==> src/mixed_precision_dot_product_core_assert.svh <==
// Assertion macros for the dot-product core
`ifndef MIXED_PRECISION_DOT_PRODUCT_CORE_ASSERT_SVH
`define MIXED_PRECISION_DOT_PRODUCT_CORE_ASSERT_SVH
`ifndef SYNTHESIS
`define MPDP_ASSERT_IMPL(label, prop, msg) \
  label: assert property (@(posedge clk) disable iff (!rst_n) prop) else $error(msg);
`define MPDP_ASSERT_RST(label, prop, msg) \
  label: assert property (@(posedge clk) prop) else $error(msg);
`else
`define MPDP_ASSERT_IMPL(label, prop, msg)
`define MPDP_ASSERT_RST(label, prop, msg)
`endif
`endif

==> src/mpdp_pkg.sv <==
package mpdp_pkg;

  localparam logic [31:0] FP_POS_ZERO = 32'h0000_0000;
  localparam logic [31:0] FP_QNAN     = 32'h7FC0_0000;

  // controller to datapath
  typedef struct packed {
    logic load;   // capture request
    logic mul_a;  // product = weight * activation
    logic add_a;  // sum = acc + product
    logic mul_s;  // sum = sum * scale
    logic mul_b;  // product = beta * previous
    logic add_b;  // sum = sum + product
    logic commit; // write accumulator / clear on last
  } mpdp_cmd_t;

  typedef struct packed {
    logic last;
    logic op;
    logic beta_nz;
  } mpdp_sts_t;

  function automatic logic is_nan(input logic [31:0] a);
    return (a[30:23] == 8'hFF) && (a[22:0] != 23'd0);
  endfunction

  // leading-zero count over 48 bits
  function automatic logic [5:0] lzc48(input logic [47:0] v);
    logic [5:0] n;
    logic       f;
    n = 6'd48;
    f = 1'b0;
    for (int i = 47; i >= 0; i--) begin
      if (!f && v[i]) begin
        n = 6'(47 - i);
        f = 1'b1;
      end
    end
    return n;
  endfunction

  // pack sign, unbiased-ish exponent (biased, signed) and normalised mantissa
  // m[47] is the leading one; round to nearest even
  function automatic logic [31:0] fp_round(input logic s, input logic signed [10:0] e,
                                           input logic [47:0] m);
    logic [49:0] sh;
    logic [23:0] mant;
    logic        g, st;
    logic [24:0] r;
    logic signed [10:0] ee;
    logic [10:0] amt;
    sh = {m, 2'b00};
    ee = e;
    if (e < 11'sd1) begin
      amt = 11'(11'sd1 - e);
      if (amt > 11'd49) sh = {49'd0, |m};
      else sh = (sh >> amt) | {49'd0, |(sh & ((50'd1 << amt) - 50'd1))};
      ee = 11'sd0;
    end
    mant = sh[49:26];
    g    = sh[25];
    st   = |sh[24:0];
    r    = {1'b0, mant} + {24'd0, g & (st | mant[0])};
    if (r[24]) begin
      r  = r >> 1;
      ee = ee + 11'sd1;
    end else if (ee == 11'sd0 && r[23]) begin
      ee = 11'sd1;
    end
    if (ee >= 11'sd255) return {s, 8'hFF, 23'd0};
    return {s, ee[7:0], r[22:0]};
  endfunction

  function automatic logic [31:0] fp_mul(input logic [31:0] a, input logic [31:0] b);
    logic        s, ai, bi, az, bz;
    logic [23:0] ma, mb;
    logic [47:0] p;
    logic [5:0]  lz;
    logic signed [10:0] e;
    s  = a[31] ^ b[31];
    ai = a[30:23] == 8'hFF;
    bi = b[30:23] == 8'hFF;
    az = a[30:0] == 31'd0;
    bz = b[30:0] == 31'd0;
    if (is_nan(a) || is_nan(b) || (ai && bz) || (bi && az)) return FP_QNAN;
    if (ai || bi) return {s, 8'hFF, 23'd0};
    if (az || bz) return {s, 31'd0};
    ma = {a[30:23] != 8'd0, a[22:0]};
    mb = {b[30:23] != 8'd0, b[22:0]};
    p  = ma * mb;
    lz = lzc48(p);
    e  = 11'(a[30:23] == 8'd0 ? 1 : a[30:23]) + 11'(b[30:23] == 8'd0 ? 1 : b[30:23])
         - 11'sd126 - 11'(lz);
    p  = p << lz;
    return fp_round(s, e, p);
  endfunction

  function automatic logic [31:0] fp_add(input logic [31:0] a, input logic [31:0] b);
    logic        ai, bi, sa, sb, sg;
    logic [31:0] x, y;
    logic [7:0]  ex, ey;
    logic [8:0]  d;
    logic [49:0] mx, my, mr;
    logic [5:0]  lz;
    logic signed [10:0] e;
    ai = a[30:23] == 8'hFF;
    bi = b[30:23] == 8'hFF;
    if (is_nan(a) || is_nan(b)) return FP_QNAN;
    if (ai && bi) return (a[31] == b[31]) ? a : FP_QNAN;
    if (ai) return a;
    if (bi) return b;
    if (a[30:0] == 31'd0 && b[30:0] == 31'd0) return {a[31] & b[31], 31'd0};
    if (a[30:0] >= b[30:0]) begin x = a; y = b; end
    else begin x = b; y = a; end
    ex = x[30:23] == 8'd0 ? 8'd1 : x[30:23];
    ey = y[30:23] == 8'd0 ? 8'd1 : y[30:23];
    d  = {1'b0, ex} - {1'b0, ey};
    mx = {1'b0, x[30:23] != 8'd0, x[22:0], 25'd0};
    my = {1'b0, y[30:23] != 8'd0, y[22:0], 25'd0};
    if (d > 9'd48) my = {49'd0, |my};
    else my = (my >> d) | {49'd0, |(my & ((50'd1 << d) - 50'd1))};
    sa = x[31];
    sb = y[31];
    mr = (sa == sb) ? mx + my : mx - my;
    if (mr == 50'd0) return FP_POS_ZERO;
    sg = sa;
    lz = lzc48(mr[49:2]);
    // mr[48] is weight of leading one of x; sticky kept in mr[0]
    e  = 11'({3'd0, ex}) + 11'sd1 - 11'(lz);
    mr = mr << lz;
    return fp_round(sg, e, {mr[49:3], |mr[2:0]});
  endfunction

  // exact conversion of int8 or bf16 weight
  function automatic logic [31:0] weight_to_fp(input logic op, input logic [15:0] w);
    logic [7:0]  mag;
    logic [2:0]  p;
    logic [22:0] fr;
    if (op) return {w, 16'd0};
    if (w[7:0] == 8'd0) return FP_POS_ZERO;
    mag = w[7] ? 8'(-w[7:0]) : w[7:0];
    p = 3'd0;
    for (int i = 0; i < 8; i++) if (mag[i]) p = 3'(i);
    fr = {mag, 15'd0} << (5'd8 - {2'd0, p}) ;
    return {w[7], 8'(8'd127 + {5'd0, p}), fr};
  endfunction

endpackage

==> src/mpdp_ctrl.sv <==
module mpdp_ctrl (
  input  logic              clk,
  input  logic              rst_n,
  input  logic              in_valid,
  output logic              in_stall,
  output logic              out_valid,
  input  logic              out_stall,
  input  mpdp_pkg::mpdp_sts_t sts,
  output mpdp_pkg::mpdp_cmd_t cmd
);
  import mpdp_pkg::*;

  localparam logic [2:0] S_IDLE = 3'd0, S_MA = 3'd1, S_AA = 3'd2, S_MS = 3'd3,
                         S_MB = 3'd4, S_AB = 3'd5, S_OUT = 3'd6;

  logic [2:0] state_r, state_nxt;

  assign in_stall  = state_r != S_IDLE;
  assign out_valid = state_r == S_OUT;

  // sequencer
  always_comb begin
    cmd       = '0;
    state_nxt = state_r;
    case (state_r)
      S_IDLE: if (in_valid) begin cmd.load = 1'b1; state_nxt = S_MA; end
      S_MA: begin cmd.mul_a = 1'b1; state_nxt = S_AA; end
      S_AA: begin
        cmd.add_a = 1'b1;
        state_nxt = S_IDLE;
        if (sts.last) state_nxt = !sts.op ? S_MS : (sts.beta_nz ? S_MB : S_OUT);
        else state_nxt = S_OUT;
      end
      S_MS: begin cmd.mul_s = 1'b1; state_nxt = sts.beta_nz ? S_MB : S_OUT; end
      S_MB: begin cmd.mul_b = 1'b1; state_nxt = S_AB; end
      S_AB: begin cmd.add_b = 1'b1; state_nxt = S_OUT; end
      S_OUT: begin
        // non-last items commit here without a result
        if (!sts.last) begin
          cmd.commit = 1'b1;
          state_nxt  = S_IDLE;
        end else if (!out_stall) begin
          cmd.commit = 1'b1;
          state_nxt  = S_IDLE;
        end
      end
      default: state_nxt = S_IDLE;
    endcase
  end

  always_ff @(posedge clk) begin
    if (!rst_n) state_r <= S_IDLE;
    else        state_r <= state_nxt;
  end
endmodule

==> config.mk <==
export PLATFORM = sky130hd
export DESIGN_NAME = mpdp_ctrl
export DESIGN_NICKNAME = d
export VERILOG_FILES = /design/src/mixed_precision_dot_product_core_assert.svh /design/src/mpdp_pkg.sv /design/src/mpdp_ctrl.sv
export SDC_FILE = /design/constraint.sdc
export NUM_CORES = 1
export LEC_CHECK = 0
export BUFFER_PORTS_ARGS = -buffer_cell sky130_fd_sc_hd__buf_2
export CAP_MARGIN = 25
export CORE_AREA = 2 2 39 41
export CTS_BUF_LIST = sky130_fd_sc_hd__clkbuf_16
export DETAILED_ROUTE_END_ITERATION = 10
export DIE_AREA = 0 0 41 43
export SLEW_MARGIN = 20
export SYNTH_ARGS = -nofsm -noshare
export SYNTH_HDL_FRONTEND = slang
export SYNTH_SLANG_ARGS = --single-unit
==> constraint.sdc <==
create_clock -name clk -period 1 [get_ports clk]
set_clock_uncertainty 0.05 [all_clocks]
set_input_delay 0.05 -clock clk [delete_from_list [all_inputs] [get_ports clk]]
set_output_delay 0.05 -clock clk [all_outputs]
set_load 0.1 [all_outputs]
# --- Word-level counts from Yosys, hierarchy flattened ---
# Cells that the tools add are included.
word_totals:
  inputBits: 7
  ff_bits: 3
  mem_count: 0
  latch_bits: 0
  ram_bits: 0
  out_inout_bits: 9
  word_cells: 29
  mem_bits_ro: 0
op_classes:
  shifts: 0
  reduce_logical: 3
  add_sub_neg: 0
  bitwise: 0
  eq_ne: 8
  mux: 17
  n_div: 0
  n_lt_le_gt_ge: 0
  multipliers: 0
op_table:
  columns: ["operator", "count"]
  rows:
  - ["one-hot mux 3 bit (7 select lines)", 1]
  - ["2-to-1 mux 3 bit", 5]
  - ["2-to-1 mux 1 bit", 10]
  - ["== test 3 bit (second input constant)", 3]
  - ["== test 3 x 2 -> 1 bit (second input constant)", 2]
  - ["== test 3 x 1 -> 1 bit (second input constant)", 1]
  - ["logical NOT 3 bit", 1]
  - ["inequality test 3 bit (second input constant)", 1]
  - ["nonzero test 3 bit", 1]
  - ["2-to-1 mux 2 bit", 1]
  - ["inequality test 2 bit (second input constant)", 1]
  - ["AND reduction 2 bit", 1]

# --- Depth between registers and ports, before layout ---
depth:
  ltp_word: 4
  depth_mapped: 4
  depth_no_buf: 3

# --- Least setup slack after synthesis ---
# Ideal clock, no wire load.
synth_timing:
  path_type: "reg2out"
  start: "register state_r[2]"
  end: "output cmd[2] (netlist name)"
  path_stages_with_launch: 2
  n_path_buf: 0
  required_ns: 0.900
  t_arrival_ns: 2.652
  path_slack_ns: -1.752
  path_cell_list: "dfxtp_1 -> nor3b_1"
synth_lines:
  columns: ["item", "line", "source"]
  rows:
  - ["start: declaration", "mpdp_ctrl.sv:16", "logic [2:0] state_r, state_nxt;"]
  - ["start signal: assignment", "mpdp_ctrl.sv:53", "else state_r <= state_nxt;"]
  - ["end: declaration", "mpdp_ctrl.sv:9", "output mpdp_pkg::mpdp_cmd_t cmd"]

==> run_results.csv <==
group,metric,value,unit
floorplan,start_util,19.7,%
place,place_congestion,0.816,
setup_path,end_kind,"primary output",
timing,period_needed,1370,ps
synthesis,yosys_most_used_dff,"dfxtp_1",
synthesis,yosysSeqAreaShare,22.0,%
setup_path,crit_type,"flip-flop to primary output",
place,place_area,602,um2
route,totalWireLength,999,um
grt,antenna_found_initial,0,
place,pre_cts_slack,-202,ps
setup_path,startpoint_type,"flip-flop",
timing,whs,66.5,ps
layout,layout.nets,71,
timing,period_share,137,%
setup_path,critical_path.max_stage_delay,420,ps
clock_network,clk_latency,220,ps
clock_network,numCtsBuffers,3,
status,status,"complete, but fails checks",
grt,grt_pass1_vias,373,
floorplan,pin_count,16,
layout,fin_util,55.0,%
timing,hold_viol_final,0,
route,ant_nets,0,
setup_path,crit_required,900,ps
synthesis,netlist_instances,31,
setup_path,critPathMaxFanout,3,
synthesis,synth_area_leader_cell,"dfxtp_1",
flow_run,maxCapViolCount,0,
status,violations,"setup timing",
layout,regArea,68.8,um2
power_and_ir_drop,peakVddDrop,0.918,mV
layout,multi_input_area,240,um2
synthesis,async_flop_share,0,%
floorplan,core,0.00138,mm2
synthesis,netlist_top_cells_area,"dfxtp_1 (22%), buf_6 (8.3%), a41oi_2 (6.0%)",
synthesis,yosysWarnings,0,
layout,drive_gt1_share,81.0,%
synthesis,synth_nets,38,
power_and_ir_drop,power_per_cell_area,2000,mW/mm2
route,first_pass_iters,2,
grt,grt_overflow,0,
timing,slew-limit-headroom,86.5,%
power_and_ir_drop,comb_power_share,48.1,%
power_and_ir_drop,seq_power_share,10.6,%
clock_network,clockRootBuffer,"clkbuf_16",
floorplan,die_w,41,um
timing,setup_ws,-374,ps
clock_network,clkTransAtPathRegs,30,ps
layout,n_antenna_cell,0,
route,drtIter0Drc,7,
synthesis,synth_top_area_share,22.0,%
clock_network,clock-sinks,3,
grt,grt_use_total,14.0,%
layout,largest_reg_flops,3,
route,viasPerCell,4.65,
timing,maxSlewViolCount,0,
setup_path,r2r_slack,-200,ps
timing,worst_pin_slew,201,ps
layout,fin_area,761,um2
floorplan,row_count,14,
timing,rsz0062_at_grt,"yes",
clock_network,cts_tree,"built",
synthesis,synth_edf_count,0,
clock_network,h-tree-depth,1,
grt,grt_pass1_wl,1.62,mm
power_and_ir_drop,clkPwrFrac,41.3,%
power_and_ir_drop,switching_share,36.9,%
power_and_ir_drop,p_leak,0.344,nW
setup_path,path_cells,"or3_4 > nor2_4 > buf_12",
synthesis,syn_area,273,um2
grt,grt_max_degree,8,
clock_network,cts_hold_buf,0,
floorplan,die_y,43,um
timing,fmax,0.728,GHz
power_and_ir_drop,power_switching,0.561,mW
synthesis,synth_commonest_cells,"dfxtp_1 (3), inv_1 (3), nor2_1 (3)",
layout,fill_cells,121,
hold_path,min_path_type,"primary input to flip-flop",
synthesis,synth_cell_types,24,
route,via_count,367,
layout,synthToLayoutAreaGrowth,179,%
power_and_ir_drop,p_int,0.961,mW
setup_path,worstPathArrival,1270,ps
synthesis,syn_area_per_cell,8.80,um2
route,drc,0,
layout,regMostFlops,"state_r",
timing,finalSetupViolCount,12,
layout,reg_top3,"state_r (3)",
synthesis,ys_ff_latch,3,
floorplan,dieArea,0.00176,mm2
setup_path,cp_slowest_cell,"or3_4",
clock_network,clockBufferDepth,2,
place,io_buffers,15,
route,wire_per_inst,12.6,um
place,place_hpwl,638,um
## path summary, 6_finish.rpt
check,from,endpoint,cells past startpoint
hold / removal,rst_n,state_r[2],2
setup reg to reg,state_r[0],state_r[2],4
setup / recovery,state_r[2],cmd[6],3
hold reg to reg,state_r[1],state_r[2],2
## kinds of logic after synthesis
kind of cell    share of synthesized area, %
simple gates                            40.8
flops                                   22.0
compound gates                          23.4
buf+inv                                 13.8
## timing repair
action | in CTS | in global routing
pin swaps | 4 | 2
gates resized for setup | 12 | 1
buffers inserted | 4 | 1
hold endpoints to repair | 0 | 0
cloned | 0 | 0
endpoints found under the setup margin | 12 | 12
## metal layers
metal,GRT usage [%],share of wire (%),vias to the layer above
li1,-,-,173
met1,17.0,38,182
met2,20.6,56,10
met3,4.71,4.3,2
met4,8.00,1.2,0
met5,0,0,-
## layout by cell type (no fill, tap or decap), drive strengths merged
| cell | count |
|---|---|
| buf | 30 |
| inv | 5 |
| nor2 | 4 |
| clkbuf | 3 |
| dfxtp | 3 |
| nor3b | 2 |
| and3b | 2 |
| nand2b | 1 |
| nor3 | 1 |
| or3 | 1 |
| nand2 | 1 |
| and2 | 1 |
| o31a | 1 |
| o211ai | 1 |
| o211a | 1 |
| a21oi | 1 |
| nor2b | 1 |
| a41oi | 1 |
| o31ai | 1 |
| o32ai | 1 |
| and3 | 1 |
## worst max-delay path: cells and delay by family (launching register included)
kind / cells / cell delay, ps
AND/OR/NAND/NOR: 2 / 530
buffers and inverters: 1 / 180
flip-flops: 1 / 340
## cell type report
class / count / share of cell area [%]
inverters: 4 / 1.97
clock buffers: 3 / 9.87
clock inverters: 1 / 0.493
flip-flops and latches: 3 / 9.05
multi-input cells: 22 / 31.6
well taps: 16 / 2.63
repair buffers: 30 / 44.4
## per-stage QoR
| step | instances | power, mW | setup TNS (ps) |
|---|---|---|---|
| 2_1_floorplan | 31 | 0.590 | -3390 |
| 3_3_place_gp | 70 | 0.825 | -1170 |
| 3_5_place_dp | 70 | 0.830 | -1450 |
| 4_1_cts | 78 | 1.51 | -3240 |
| 5_1_grt | 79 | 1.57 | -3530 |
| 6_report | 79 | 1.52 | -3170 |
## power groups by stage
stage | sequential (mW) | combinational, mW | clock [mW]
CTS | 0.161 | 0.724 | 0.629
global placement | 0.162 | 0.663 | 0
floorplan | 0.151 | 0.439 | 0
global route | 0.165 | 0.759 | 0.647
finish | 0.161 | 0.732 | 0.629
detailed placement | 0.164 | 0.666 | 0
Note: power is estimated with default switching activity, not from simulation.
